==> src/sv/prmd_pkg.sv <==
// Package for the planar run-length marker decoder.
// Holds the sizes, status codes and the structs shared by the channel queue and the top level.
// Depends on nothing.
`default_nettype none

package prmd_pkg;

  // Sizes of the block.
  localparam int QueueDepth   = 4;
  localparam int ChannelCount = 4;
  localparam int ShownCount   = 4;
  localparam int WordW        = 32;
  localparam int ChanW        = 2;
  localparam int PtrW         = (QueueDepth > 1) ? $clog2(QueueDepth) : 1;
  localparam int FillW        = $clog2(QueueDepth + 1);

  localparam logic [WordW-1:0] MarkerReset = 32'hFFFF_FFFF;

  // Result status codes.
  typedef enum logic [1:0] {
    StOk       = 2'd0,
    StFull     = 2'd1,
    StNotReady = 2'd2
  } status_e;

  // Request kinds.
  localparam logic ReqPush = 1'b0;
  localparam logic ReqPull = 1'b1;

  // Control from the top level to one channel.
  typedef struct packed {
    logic             push;
    logic             pull;
    logic [WordW-1:0] word;
    logic [WordW-1:0] marker;
  } chan_ctrl_t;

  // Status from one channel to the top level.
  typedef struct packed {
    logic             nonempty;
    logic             drop;
    logic [WordW-1:0] head_value;
  } chan_stat_t;

endpackage

`default_nettype wire

==> src/sv/prmd_if.sv <==
// Handshake interfaces for the request and result channels of the decoder.
// Depends on prmd_pkg for field widths.
`default_nettype none

// Request channel: push of a coded word or pull of one pixel.
interface prmd_req_if;
  logic                       valid;
  logic                       ready;
  logic                       req_type;
  logic [prmd_pkg::ChanW-1:0] channel;
  logic [prmd_pkg::WordW-1:0] coded_word;

  modport source (output valid, req_type, channel, coded_word, input ready);
  modport sink   (input valid, req_type, channel, coded_word, output ready);
endinterface

// Result channel: status and the four decoded channel words.
interface prmd_rsp_if;
  logic                       valid;
  logic                       ready;
  logic [1:0]                 status;
  logic [prmd_pkg::WordW-1:0] chan_zero;
  logic [prmd_pkg::WordW-1:0] chan_one;
  logic [prmd_pkg::WordW-1:0] chan_two;
  logic [prmd_pkg::WordW-1:0] chan_three;

  modport source (output valid, status, chan_zero, chan_one, chan_two, chan_three,
                  input ready);
  modport sink   (input valid, status, chan_zero, chan_one, chan_two, chan_three,
                  output ready);
endinterface

`default_nettype wire

==> src/sv/planar_rle_marker_decoder.sv <==
// Planar run-length marker decoder: one compressed stream per channel, pixels out.
// Depends on prmd_pkg, the prmd_req_if and prmd_rsp_if interfaces and prmd_chan.
//
// Each request item either pushes one coded word into a channel's parser or pulls
// one pixel built from the head run of every channel; every item gives exactly one
// result item. An item is registered on acceptance and resolved into the result
// register once that register is free, so the block takes one item per cycle while
// the result side does not stall. The escape marker resets to all ones; it is to be
// written only while the block is idle, and the block itself does not enforce this.
`default_nettype none

module planar_rle_marker_decoder (
  input  wire logic                       clk_i,
  input  wire logic                       rst_ni,
  input  wire logic                       cfg_we_i,
  input  wire logic [prmd_pkg::WordW-1:0] cfg_wdata_i,
  prmd_req_if.sink                        req_i,
  prmd_rsp_if.source                      rsp_o
);

  logic [prmd_pkg::WordW-1:0] marker_q;

  logic                       in_vld_q, in_vld_d;
  logic                       in_type_q;
  logic [prmd_pkg::ChanW-1:0] in_chan_q;
  logic [prmd_pkg::WordW-1:0] in_word_q;

  logic                       out_vld_q, out_vld_d;
  prmd_pkg::status_e          status_q, status_d;
  logic [prmd_pkg::WordW-1:0] chan_q [prmd_pkg::ShownCount];
  logic [prmd_pkg::WordW-1:0] chan_d [prmd_pkg::ShownCount];

  logic                       advance;
  logic                       accept;
  logic                       fire;
  logic                       all_ready;
  logic                       any_drop;
  logic                       pull_ok;

  prmd_pkg::chan_ctrl_t       ctrl [prmd_pkg::ChannelCount];
  prmd_pkg::chan_stat_t       stat [prmd_pkg::ChannelCount];
  logic [prmd_pkg::ChannelCount-1:0] nonempty_vec;
  logic [prmd_pkg::ChannelCount-1:0] drop_vec;

  // Configuration register.
  always_ff @(posedge clk_i or negedge rst_ni) begin
    if (!rst_ni) begin
      marker_q <= prmd_pkg::MarkerReset;
    end else if (cfg_we_i) begin
      marker_q <= cfg_wdata_i;
    end
  end

  // Handshake: the input stage moves on whenever the result register is free.
  assign advance     = !out_vld_q || rsp_o.ready;
  assign req_i.ready = !in_vld_q || advance;
  assign accept      = req_i.valid && req_i.ready;
  assign fire        = in_vld_q && advance;

  always_comb begin
    in_vld_d = in_vld_q;
    if (accept) begin
      in_vld_d = 1'b1;
    end else if (advance) begin
      in_vld_d = 1'b0;
    end
  end

  // Input register.
  always_ff @(posedge clk_i or negedge rst_ni) begin
    if (!rst_ni) begin
      in_vld_q <= 1'b0;
    end else begin
      in_vld_q <= in_vld_d;
    end
  end

  always_ff @(posedge clk_i) begin
    if (accept) begin
      in_type_q <= req_i.req_type;
      in_chan_q <= req_i.channel;
      in_word_q <= req_i.coded_word;
    end
  end

  assign all_ready = &nonempty_vec;
  assign any_drop  = |drop_vec;
  assign pull_ok   = (in_type_q == prmd_pkg::ReqPull) && all_ready;

  // One parser and run queue per channel.
  for (genvar c = 0; c < prmd_pkg::ChannelCount; c++) begin : g_chan
    assign ctrl[c].push   = fire && (in_type_q == prmd_pkg::ReqPush) &&
                            (32'(in_chan_q) == c);
    assign ctrl[c].pull   = fire && pull_ok;
    assign ctrl[c].word   = in_word_q;
    assign ctrl[c].marker = marker_q;
    assign nonempty_vec[c] = stat[c].nonempty;
    assign drop_vec[c]     = stat[c].drop;

    prmd_chan u_chan (
      .clk_i  (clk_i),
      .rst_ni (rst_ni),
      .ctrl_i (ctrl[c]),
      .stat_o (stat[c])
    );
  end

  // Result words: the head value of each shown channel on a good pull, else zero.
  for (genvar k = 0; k < prmd_pkg::ShownCount; k++) begin : g_shown
    if (k < prmd_pkg::ChannelCount) begin : g_live
      assign chan_d[k] = pull_ok ? stat[k].head_value : '0;
    end else begin : g_none
      assign chan_d[k] = '0;
    end
  end

  always_comb begin
    if (in_type_q == prmd_pkg::ReqPull) begin
      status_d = all_ready ? prmd_pkg::StOk : prmd_pkg::StNotReady;
    end else begin
      status_d = any_drop ? prmd_pkg::StFull : prmd_pkg::StOk;
    end
  end

  always_comb begin
    out_vld_d = out_vld_q;
    if (fire) begin
      out_vld_d = 1'b1;
    end else if (rsp_o.ready) begin
      out_vld_d = 1'b0;
    end
  end

  // Result register.
  always_ff @(posedge clk_i or negedge rst_ni) begin
    if (!rst_ni) begin
      out_vld_q <= 1'b0;
    end else begin
      out_vld_q <= out_vld_d;
    end
  end

  always_ff @(posedge clk_i) begin
    if (fire) begin
      status_q <= status_d;
      chan_q   <= chan_d;
    end
  end

  assign rsp_o.valid      = out_vld_q;
  assign rsp_o.status     = status_q;
  assign rsp_o.chan_zero  = chan_q[0];
  assign rsp_o.chan_one   = chan_q[1];
  assign rsp_o.chan_two   = chan_q[2];
  assign rsp_o.chan_three = chan_q[3];

  // A held item in the input stage is not overwritten while the result is stalled.
  a_in_hold: assert property (@(posedge clk_i) disable iff (!rst_ni)
    in_vld_q && !advance |=> in_vld_q && $stable(in_word_q) && $stable(in_type_q))
    else $error("input stage lost a stalled item");

  // Every resolved item shows up in the result register.
  a_fire_out: assert property (@(posedge clk_i) disable iff (!rst_ni)
    fire |=> out_vld_q)
    else $error("resolved item missing from result register");

  // A pull with every queue nonempty reports success.
  a_pull_status: assert property (@(posedge clk_i) disable iff (!rst_ni)
    fire && pull_ok |=> status_q == prmd_pkg::StOk)
    else $error("good pull reported a failure status");

endmodule

`default_nettype wire

==> src/sv/prmd_chan.sv <==
// One channel of the decoder: marker parser and the run queue of that channel.
// Depends on prmd_pkg for sizes and the control and status structs.
`default_nettype none

module prmd_chan (
  input  wire logic                 clk_i,
  input  wire logic                 rst_ni,
  input  wire prmd_pkg::chan_ctrl_t ctrl_i,
  output prmd_pkg::chan_stat_t      stat_o
);

  localparam logic [1:0] PhaseToken = 2'd0;
  localparam logic [1:0] PhaseValue = 2'd1;
  localparam logic [1:0] PhaseCount = 2'd2;

  logic [1:0]                   phase_q, phase_d;
  logic [prmd_pkg::WordW-1:0]   pending_q, pending_d;
  logic [prmd_pkg::PtrW-1:0]    head_q, head_d;
  logic [prmd_pkg::FillW-1:0]   fill_q, fill_d;
  logic [prmd_pkg::WordW-1:0]   val_mem [prmd_pkg::QueueDepth];
  logic [prmd_pkg::WordW-1:0]   left_mem [prmd_pkg::QueueDepth];

  logic                         enq_req;
  logic                         full;
  logic                         enq_do;
  logic [prmd_pkg::WordW-1:0]   enq_value;
  logic [prmd_pkg::WordW-1:0]   enq_count;
  logic [prmd_pkg::FillW:0]     tail_sum;
  logic [prmd_pkg::FillW:0]     tail_wrap;
  logic [prmd_pkg::PtrW-1:0]    tail_idx;
  logic [prmd_pkg::WordW-1:0]   head_left;
  logic                         head_done;

  assign full = (fill_q == prmd_pkg::FillW'(prmd_pkg::QueueDepth));

  // Parser: a marker word opens a value/count triple, any other word is a literal.
  always_comb begin
    phase_d   = phase_q;
    pending_d = pending_q;
    enq_req   = 1'b0;
    enq_value = ctrl_i.word;
    enq_count = {{(prmd_pkg::WordW-1){1'b0}}, 1'b1};
    if (ctrl_i.push) begin
      case (phase_q)
        PhaseValue: begin
          pending_d = ctrl_i.word;
          phase_d   = PhaseCount;
        end
        PhaseCount: begin
          enq_req   = 1'b1;
          enq_value = pending_q;
          if (ctrl_i.word != '0) begin
            enq_count = ctrl_i.word;
          end
          phase_d   = PhaseToken;
        end
        default: begin
          if (ctrl_i.word == ctrl_i.marker) begin
            phase_d = PhaseValue;
          end else begin
            enq_req = 1'b1;
            phase_d = PhaseToken;
          end
        end
      endcase
    end
  end

  assign enq_do = enq_req && !full;

  // Tail slot is head plus fill, wrapped once around the queue.
  always_comb begin
    tail_sum  = (prmd_pkg::FillW+1)'(head_q) + (prmd_pkg::FillW+1)'(fill_q);
    tail_wrap = tail_sum;
    if (tail_sum >= (prmd_pkg::FillW+1)'(prmd_pkg::QueueDepth)) begin
      tail_wrap = tail_sum - (prmd_pkg::FillW+1)'(prmd_pkg::QueueDepth);
    end
    tail_idx = tail_wrap[prmd_pkg::PtrW-1:0];
  end

  // Head run: counted down on a pull and popped once its last pixel goes out.
  assign head_left = left_mem[head_q];
  assign head_done = (head_left <= {{(prmd_pkg::WordW-1){1'b0}}, 1'b1});

  always_comb begin
    head_d = head_q;
    fill_d = fill_q;
    if (enq_do) begin
      fill_d = fill_q + 1'b1;
    end else if (ctrl_i.pull && head_done) begin
      fill_d = fill_q - 1'b1;
      if (head_q == prmd_pkg::PtrW'(prmd_pkg::QueueDepth - 1)) begin
        head_d = '0;
      end else begin
        head_d = head_q + 1'b1;
      end
    end
  end

  // Control state.
  always_ff @(posedge clk_i or negedge rst_ni) begin
    if (!rst_ni) begin
      phase_q   <= PhaseToken;
      pending_q <= '0;
      head_q    <= '0;
      fill_q    <= '0;
    end else begin
      phase_q   <= phase_d;
      pending_q <= pending_d;
      head_q    <= head_d;
      fill_q    <= fill_d;
    end
  end

  // Run storage, written on enqueue and on count down.
  always_ff @(posedge clk_i) begin
    if (enq_do) begin
      val_mem[tail_idx]  <= enq_value;
      left_mem[tail_idx] <= enq_count;
    end else if (ctrl_i.pull && !head_done) begin
      left_mem[head_q] <= head_left - 1'b1;
    end
  end

  assign stat_o.nonempty   = (fill_q != '0);
  assign stat_o.drop       = enq_req && full;
  assign stat_o.head_value = val_mem[head_q];

  // The fill count never passes the queue depth.
  a_fill_bound: assert property (@(posedge clk_i) disable iff (!rst_ni)
    fill_q <= prmd_pkg::FillW'(prmd_pkg::QueueDepth))
    else $error("queue fill beyond depth");

  // A dropped run leaves the queue as it was.
  a_drop_keeps: assert property (@(posedge clk_i) disable iff (!rst_ni)
    stat_o.drop |=> $stable(fill_q) && $stable(head_q))
    else $error("dropped run changed the queue");

  // A pull only reaches a channel that holds a run.
  a_pull_nonempty: assert property (@(posedge clk_i) disable iff (!rst_ni)
    ctrl_i.pull |-> fill_q != '0)
    else $error("pull on an empty queue");

endmodule

`default_nettype wire

==> src/flat_wrapper.sv <==
// flat-port wrapper written by rule: the top's interface ports become plain ports
module planar_rle_marker_decoder_flat 
  (clk_i, rst_ni, cfg_we_i, cfg_wdata_i, req_i_valid, req_i_req_type, req_i_channel, req_i_coded_word, req_i_ready, rsp_o_valid, rsp_o_status, rsp_o_chan_zero, rsp_o_chan_one, rsp_o_chan_two, rsp_o_chan_three, rsp_o_ready);
  prmd_req_if req_i_i ();
  prmd_rsp_if rsp_o_i ();
  input  wire logic clk_i;
  input  wire logic rst_ni;
  input  wire logic cfg_we_i;
  input  wire logic [prmd_pkg::WordW-1:0] cfg_wdata_i;
  input wire logic [$bits(req_i_i.valid)-1:0] req_i_valid;
  input wire logic [$bits(req_i_i.req_type)-1:0] req_i_req_type;
  input wire logic [$bits(req_i_i.channel)-1:0] req_i_channel;
  input wire logic [$bits(req_i_i.coded_word)-1:0] req_i_coded_word;
  output wire logic [$bits(req_i_i.ready)-1:0] req_i_ready;
  output wire logic [$bits(rsp_o_i.valid)-1:0] rsp_o_valid;
  output wire logic [$bits(rsp_o_i.status)-1:0] rsp_o_status;
  output wire logic [$bits(rsp_o_i.chan_zero)-1:0] rsp_o_chan_zero;
  output wire logic [$bits(rsp_o_i.chan_one)-1:0] rsp_o_chan_one;
  output wire logic [$bits(rsp_o_i.chan_two)-1:0] rsp_o_chan_two;
  output wire logic [$bits(rsp_o_i.chan_three)-1:0] rsp_o_chan_three;
  input wire logic [$bits(rsp_o_i.ready)-1:0] rsp_o_ready;
  assign req_i_i.valid = req_i_valid;
  assign req_i_i.req_type = req_i_req_type;
  assign req_i_i.channel = req_i_channel;
  assign req_i_i.coded_word = req_i_coded_word;
  assign req_i_ready = req_i_i.ready;
  assign rsp_o_valid = rsp_o_i.valid;
  assign rsp_o_status = rsp_o_i.status;
  assign rsp_o_chan_zero = rsp_o_i.chan_zero;
  assign rsp_o_chan_one = rsp_o_i.chan_one;
  assign rsp_o_chan_two = rsp_o_i.chan_two;
  assign rsp_o_chan_three = rsp_o_i.chan_three;
  assign rsp_o_i.ready = rsp_o_ready;
  planar_rle_marker_decoder u_core (.clk_i(clk_i), .rst_ni(rst_ni), .cfg_we_i(cfg_we_i), .cfg_wdata_i(cfg_wdata_i), .req_i(req_i_i), .rsp_o(rsp_o_i));
endmodule
==> config.mk <==
export PLATFORM = sky130hd
export DESIGN_NAME = planar_rle_marker_decoder_flat
export DESIGN_NICKNAME = d
export VERILOG_FILES = /design/src/sv/prmd_pkg.sv /design/src/sv/prmd_if.sv /design/src/sv/planar_rle_marker_decoder.sv /design/src/sv/prmd_chan.sv /design/src/flat_wrapper.sv
export SDC_FILE = /design/constraint.sdc
export NUM_CORES = 1
export LEC_CHECK = 0
export ABC_AREA = 1
export BUFFER_PORTS_ARGS = -buffer_cell sky130_fd_sc_hd__buf_2
export CAP_MARGIN = 20
export CORE_MARGIN = 1.5
export CORE_UTILIZATION = 40
export DETAILED_ROUTE_END_ITERATION = 6
export PLACE_DENSITY = 0.57
export RECOVER_POWER = 25
export SLEW_MARGIN = 40
export SYNTH_ARGS = -nofsm -noshare
export SYNTH_HDL_FRONTEND = slang
export SYNTH_SLANG_ARGS = --single-unit
==> constraint.sdc <==
create_clock -name clk_i -period 5 [get_ports clk_i]
set_clock_uncertainty 0.05 [all_clocks]
set_input_delay 0.5 -clock clk_i [delete_from_list [all_inputs] [get_ports clk_i]]
set_output_delay 0.5 -clock clk_i [all_outputs]
set_load 0.005 [all_outputs]
# --- Word level (Yosys, flattened, before mapping) ---
# Memories as Yosys holds them, arrays and structs flattened. A register that Yosys moved wholly into a read port is not among the register bits.
# Cells that the tools add are included.
classes:
  addsub: 24
  order_cmp: 8
  n_eq_ne: 20
  n_mux: 86
  n_bitwise: 5
  n_reduce_logical: 67
ops:
  columns: ["operator", "count"]
  rows:
  - ["2-to-1 mux 32 bit", 21]
  - ["less-or-equal comparator 32 x 1 -> 1 bit, second input constant", 4]
  - ["OR reduction 32 bit", 4]
  - ["subtractor 32 x 1 -> 32 bit, second input constant", 4]
  - ["2-to-1 mux 1 bit", 35]
  - ["equality test 32 bit", 1]
  - ["nonzero test 32 bit", 1]
  - ["2-to-1 mux 2 bit", 14]
  - ["logical AND 1 bit", 25]
  - ["2-to-1 mux 3 bit", 8]
  - ["equality test 2 bit, second input constant", 10]
  - ["adder 2 x 3 -> 4 bit", 4]
  - ["greater-or-equal comparator 4 x 3 -> 1 bit, second input constant", 4]
  - ["case mux 2 bit (2 select lines)", 4]
  - ["AND reduction 2 bit", 8]
  - ["zero test 1 bit", 14]
  - ["adder 3 x 1 -> 3 bit, second input constant", 4]
  - ["equality test 3 bit, second input constant", 4]
  - ["nonzero test 2 bit", 6]
  - ["nonzero test 3 bit", 4]
  - ["subtractor 3 x 1 -> 3 bit, second input constant", 4]
  - ["equality test 2 x 1 -> 1 bit, second input constant", 5]
  - ["adder 2 x 1 -> 2 bit, second input constant", 4]
  - ["case mux 1 bit (2 select lines)", 4]
  - ["6 further kinds", 14]
word_totals:
  ff_bits: 227
  mem_bits_rw: 1024
  input_bits: 72
  output_inout_bits: 132
  wordCells: 241
  mem_count: 8
memory_table:
  columns: ["name", "words", "word_bits", "rd", "rd_clocked_by_memory_dff", "wr", "line", "source"]
  rows:
  - ["u_core.g_chan[0].u_chan.left_mem", 4, 32, 1, 0, 1, "prmd_chan.sv:21", "logic [prmd_pkg::WordW-1:0] left_mem [prmd_pkg::QueueDepth];"]
  - ["u_core.g_chan[0].u_chan.val_mem", 4, 32, 1, 1, 1, "prmd_chan.sv:20", "logic [prmd_pkg::WordW-1:0] val_mem [prmd_pkg::QueueDepth];"]
  - ["u_core.g_chan[1].u_chan.left_mem", 4, 32, 1, 0, 1, "prmd_chan.sv:21", null]
  - ["u_core.g_chan[1].u_chan.val_mem", 4, 32, 1, 1, 1, "prmd_chan.sv:20", null]
  - ["u_core.g_chan[2].u_chan.left_mem", 4, 32, 1, 0, 1, "prmd_chan.sv:21", null]
  - ["u_core.g_chan[2].u_chan.val_mem", 4, 32, 1, 1, 1, "prmd_chan.sv:20", null]
  - ["+2 memories", null, null, null, null, null, null, null]

# --- Depth between registers and ports, before layout ---
depth:
  ltp_word: 11
  ltp_mapped: 19
  mapped_depth_nobuf: 16

# --- Cells and area by module ---
# Synthesis repeated with hierarchy kept, for this count alone.
hier_totals:
  cells_unflattened: 5868
  hier_area_um2: 61302.5
modules_own_cells:
  columns: ["module", "n_inst", "cells_each", "area_each_um2", "seq_area_each_um2"]
  rows:
  - ["prmd_chan at u_core.g_chan[2].u_chan ...", 2, 1315, 13459.2, 8663.3]
  - ["prmd_chan at u_core.g_chan[1].u_chan", 1, 1324, 13480.4, 8663.3]
  - ["prmd_chan at u_core.g_chan[0].u_chan", 1, 1312, 13404.1, 8663.3]
  - ["planar_rle_marker_decoder", 1, 602, 7499.7, 5845.6]

# --- Worst setup path before layout ---
# No wires, ideal clock.
synth_timing:
  path_kind: "input to register"
  startpoint: "input port rsp_o_ready"
  endpoint: "register u_core.chan_q (netlist bit u_core.rsp_o.chan_one[0]) (read register of u_core.g_chan[1].u_chan.val_mem) (enable)"
  setup_time_ns: 0.482
  arrival_ns: 3.247
  required_time_ns: 4.468
  path_slack_ns: 1.221
  stages: 4
  n_path_buf: 0
  cell_sequence: "inv_2 > nand2_1 > nand2_1 > inv_1"
synth_between:
  elab_chain_len: 2
synth_rtl:
  columns: ["item", "line", "source"]
  rows:
  - ["from (decl)", "flat_wrapper.sv:21", "input wire logic [$bits(rsp_o_i.ready)-1:0] rsp_o_ready;"]
  - ["logical OR 1 bit", "planar_rle_marker_decoder.sv:55", "assign advance = !out_vld_q || rsp_o.ready;"]
  - ["logical AND 1 bit", "planar_rle_marker_decoder.sv:58", "assign fire = in_vld_q && advance;"]
  - ["net u_core.fire", "planar_rle_marker_decoder.sv:35", "logic fire;"]
  - ["to (decl)", "planar_rle_marker_decoder.sv:30", "logic [prmd_pkg::WordW-1:0] chan_q [prmd_pkg::ShownCount];"]
# The timed path passes the listed nets, and every way through them passes these cells.
# A chain may end at the register's enable or synchronous reset.

# --- Final worst setup path ---
layout_timing:
  startpoint: "register u_core.g_chan[1].u_chan.fill_q[1] (netlist bit)"
  endpoint: "register u_core.chan_q (netlist bit u_core.rsp_o.chan_two[13]) (read register of u_core.g_chan[2].u_chan.val_mem), data pin"
layout_between:
  elab_chain_len: 4
layout_rtl:
  columns: ["item", "line", "source"]
  rows:
  - ["from (decl)", "prmd_chan.sv:19", "logic [prmd_pkg::FillW-1:0] fill_q, fill_d;"]
  - ["from (signal assigned)", "prmd_chan.sv:111", "fill_q <= fill_d;"]
  - ["nonzero test 3 bit", "prmd_chan.sv:125", "assign stat_o.nonempty = (fill_q != '0);"]
  - ["AND reduction 4 bit", "planar_rle_marker_decoder.sv:86", "assign all_ready = &nonempty_vec;"]
  - ["logical AND 1 bit", "planar_rle_marker_decoder.sv:88", "assign pull_ok = (in_type_q == prmd_pkg::ReqPull) && all_ready;"]
  - ["zero test 1 bit (no source line)", null, null]
# Every way passes these cells.

==> results by group <==
Synthesis
  • Yosys synthesis warning count: 0
  • Primary FF master, synth: sky130_fd_sc_hd__edfxtp_1
  • Main combinational cell family by area after synthesis: simple AND/OR/NAND/NOR gates
  • Synthesized flop and latch total: 1379
  • Post-Synth Simple-Gate Area: 18.3%
  • Per-instance average area after synthesis: 10.8 um2
  • Fraction of synthesized cell area in xor and xnor cells: 1.66%
  • Post-synthesis cell type count: 41
  • Post-synthesis adder-cell area fraction: less than 1%
  • Netlist area before placement: roughly 59000 um2
  • Proportion of synthesized chip area in sequential cells: 68.5%
  • Share of flip-flops with an asynchronous set or reset: 13.8%
  • Fraction of the mapped netlist area in compound gates: 7.04%
  • Synth Instances: 5474
  • Number of enable flip-flop cells after synthesis: 1189
  • Mapped Nets: 5578
  • Share of cell area taken by muxes after synthesis: 0.191%

Floorplanning
  • Die width: between 300 and 400 um
  • Number of top-level pins: 204
  • Number of core rows: 140
  • Starting density of the core: 40.4%
  • Total Die Area: 150000 um2
  • Placeable core region: about 150000 um2
  • Die height: roughly 390 um

Clocking
  • Post-CTS clock slew at the launch and capture registers of the worst setup and hold paths: 60 ps
  • Maximum root-to-sink buffer count: 3
  • Number of buffers created by CTS: 149
  • Clk Latency, worst-skew pair: 790 ps
  • TritonCTS sink count: 1379
  • CTS H-tree depth: 4
  • Clock tree from TritonCTS: yes
  • CTS root buffer: sky130_fd_sc_hd__clkbuf_16

Outcome
  • Status: finished with violations
  • Violated checks: capacitance limit, slew limit

Routing
  • Met2 wire len: 79000 um
  • Remaining antenna violation count: 0
  • Met1 wire length: 73100 um
  • Amount of wire on met3 after detailed routing: 11500 um
  • Pre-antenna DRT Iters: 6
  • Routed length per instance: roughly 22 um
  • Post-route DRC violation count: 0
  • Routed via count: 40718
  • Number of vias per cell after detailed routing: 5.23
  • Sum of routed wire length over all layers: 169000 um
  • Max layer used: met5
  • DRC violation total after the first TritonRoute iteration: 3705

Critical path
  • Worst path arrival time: 4320 ps
  • Worst setup path class: reg -> reg
  • Sort of element at the start of the critical path: flip-flop
  • Largest fanout on the critical path: 68
  • Required time worst endpoint: 5320 ps
  • CP endpoint kind: flip-flop

STA
  • Slew at the pin closest to its max-slew limit: ~2800 ps
  • Unrepaired setup endpoints after global routing: false
  • Fmax: 0.250 GHz
  • Setup TNS: 0 ps
  • Shortest period the worst path allows: between 4000 and 5000 ps
  • Final Slew Violations: 543
  • Final period utilization: 80.1%
  • Slew margin rel.: -86.1%
  • Setup violation total in the final timing report: 0
  • Total count of hold-check failures in the final report: 0

Place
  • Post-DP HPWL: 105000 um
  • Placer's final routability congestion estimate: 0.929
  • Number of port buffers: 203

Final layout
  • Area of all sequential standard cells: ~40000 um2
  • Nets@finish: 5844
  • Area used by multi-input combinational logic: 16600 um2
  • Final-layout fill cell count: 13519
  • Layout cell share with drive strength beyond 1: 10.8%
  • Growth of design area from synthesis to finish: 14.8%
  • Core occupancy in the finished layout: 46.4%

Global route
  • GR Overflow Total: 0
  • Via count of the first global-routing pass: 38848
  • First-pass GRT wire length: 252000 um
  • Antenna violations before repair: 13
  • Overall global routing resource usage: 22.4%
  • Pin count of the biggest net entering global routing: 129

Job
  • MaxCap Viol Count: 10

Pwr
  • Static power due to leakage: 0.0247 uW
  • Power Total: 28800 uW
  • Peak supply drop: 0.000279 V
  • Power per cell area: 425 nW/um2

Min path
  • Classification of the worst-slack hold path: in -> reg
flip-flops by register name (all words and copies together) (netlist names):
signal / count
u_core.rsp_o.chan_three: 32
u_core.g_chan.u_chan.pending_q: 128
u_core.g_chan.u_chan.left_mem: 512
u_core.rsp_o.valid: 1
u_core.in_chan_q: 2
u_core.rsp_o.chan_zero: 32
u_core.g_chan.u_chan.phase_q: 8
u_core.g_chan.u_chan.head_q: 8
u_core.in_vld_q: 1
u_core.in_word_q: 32
u_core.rsp_o.chan_two: 32
u_core.g_chan.u_chan.val_mem: 512
u_core.rsp_o.chan_one: 32
u_core.g_chan.u_chan.fill_q: 12
u_core.rsp_o.status: 2
u_core.marker_q: 32
u_core.in_type_q: 1
layout make-up:
cell class | instances | share of cell area, %
clock inverters | 76 | 1.18
multi-input cells | 3619 | 24.5
well taps | 1917 | 3.54
diodes | 3 | 0.0111
repair buffers | 398 | 3.88
flip-flops and latches | 1379 | 59.7
clock buffers | 201 | 6.04
inverters | 193 | 1.08
worst max-delay path: stages, from the launching register on:
cell and delay [ps]:
sky130_fd_sc_hd__dfrtp_1 430, sky130_fd_sc_hd__or2_0 350, sky130_fd_sc_hd__o22ai_1 260, sky130_fd_sc_hd__nor2_1 110
sky130_fd_sc_hd__nand2_1 440, sky130_fd_sc_hd__clkbuf_2 1490, sky130_fd_sc_hd__a21oi_1 440
cells in the final DEF (no fill, tap or decap), drive strengths merged, types with 34 or more instances in the layout:
| cell | count |
|---|---|
| xnor2 | 48 |
| buf | 252 |
| nand4 | 34 |
| dfrtp | 158 |
| xor2 | 64 |
| clkinv | 58 |
| nand2 | 1505 |
| edfxtp | 1189 |
| nor2 | 763 |
| dlygate4sd3 | 64 |
| inv | 199 |
| a21oi | 145 |
| o21ai | 628 |
| nand3 | 325 |
| clkbuf | 283 |
stage by stage:
stage / setup slack (ps) / hold WS [ps] / instances / cell area, um2
2_1_floorplan: 1220 / 154 / 5474 / 59100
6_report: 996 / 85.9 / 7786 / 67800
4_1_cts: 1100 / 9.28 / 7781 / 68000
5_1_grt: 622 / 43.8 / 7783 / 67800
3_3_place_gp: 1060 / 416 / 7440 / 62400
3_5_place_dp: 1120 / 423 / 7440 / 62400
repair_timing:
action | CTS | global route
gates resized for setup | 0 | 0
endpoints found under the setup margin | 0 | 0
hold endpoints to repair | 138 | 0
setup buffers | 0 | 0
hold buffers | 64 | 0
per-layer routing:
layer,global-route usage (%),vias up
met5,0,-
met4,7.96,2
li1,-,19229
met2,36.0,1306
met3,3.56,244
met1,30.9,19937
power by group:
part	internal [uW]	leakage [uW]	switching [uW]
Sequential	13700	0.0134	316
Clock	6370	0.00240	4590
Combinational	974	0.00885	2850
logic make-up after synthesis:
| logic type | count (synthesis) |
|---|---|
| simple gates | 2653 |
| compound gates | 812 |
| flops | 1379 |
| buf+inv | 476 |
| xor+xnor | 112 |
| fa+ha+maj | 32 |
| mux | 10 |
Yosys cell counts, types with 8 or more instances:
cell | number | area share, %
sky130_fd_sc_hd__inv_2 | 11 | 0.070
sky130_fd_sc_hd__xnor2_1 | 48 | 0.71
sky130_fd_sc_hd__a21oi_1 | 140 | 1.2
sky130_fd_sc_hd__nor3_1 | 9 | 0.076
sky130_fd_sc_hd__buf_6 | 26 | 0.50
sky130_fd_sc_hd__dfrtp_1 | 158 | 6.7
sky130_fd_sc_hd__edfxtp_1 | 1189 | 60
sky130_fd_sc_hd__buf_4 | 11 | 0.14
sky130_fd_sc_hd__nand2_1 | 1476 | 9.4
sky130_fd_sc_hd__ha_1 | 28 | 0.59
sky130_fd_sc_hd__nor2_1 | 721 | 4.6
sky130_fd_sc_hd__nor2_2 | 30 | 0.32
sky130_fd_sc_hd__nor2_4 | 12 | 0.23
sky130_fd_sc_hd__dfstp_2 | 32 | 1.4
sky130_fd_sc_hd__clkbuf_1 | 151 | 0.96
sky130_fd_sc_hd__buf_1 | 33 | 0.21
sky130_fd_sc_hd__o21ai_0 | 589 | 5.0
sky130_fd_sc_hd__nand2_2 | 27 | 0.29
sky130_fd_sc_hd__o21ai_1 | 37 | 0.31
sky130_fd_sc_hd__nand3b_1 | 8 | 0.10
sky130_fd_sc_hd__buf_2 | 62 | 0.53
sky130_fd_sc_hd__inv_1 | 181 | 1.1
sky130_fd_sc_hd__mux2_2 | 10 | 0.19
sky130_fd_sc_hd__xor2_1 | 64 | 0.95
sky130_fd_sc_hd__o22ai_1 | 33 | 0.35
sky130_fd_sc_hd__nand4_1 | 34 | 0.36
sky130_fd_sc_hd__nand3_1 | 321 | 2.7
path summary, 6_finish.rpt:
path,startpoint,end,slack (ps),cells past startpoint
min,cfg_wdata_i[29],u_core.marker_q[29],90,3
max in group asynchronous,rst_ni,u_core.g_chan[2].u_chan.head_q[0],1390,4
min reg2reg,u_core.g_chan[2].u_chan.pending_q[29],u_core.g_chan[2].u_chan.pending_q[29],430,2
max,u_core.g_chan[1].u_chan.fill_q[1],u_core.rsp_o.chan_two[13],1000,6
max reg2reg,u_core.g_chan[1].u_chan.fill_q[1],u_core.rsp_o.chan_two[13],1000,6
min in group asynchronous,rst_ni,u_core.g_chan[1].u_chan.pending_q[22],610,2
Note: power is estimated with default switching activity, not from simulation.
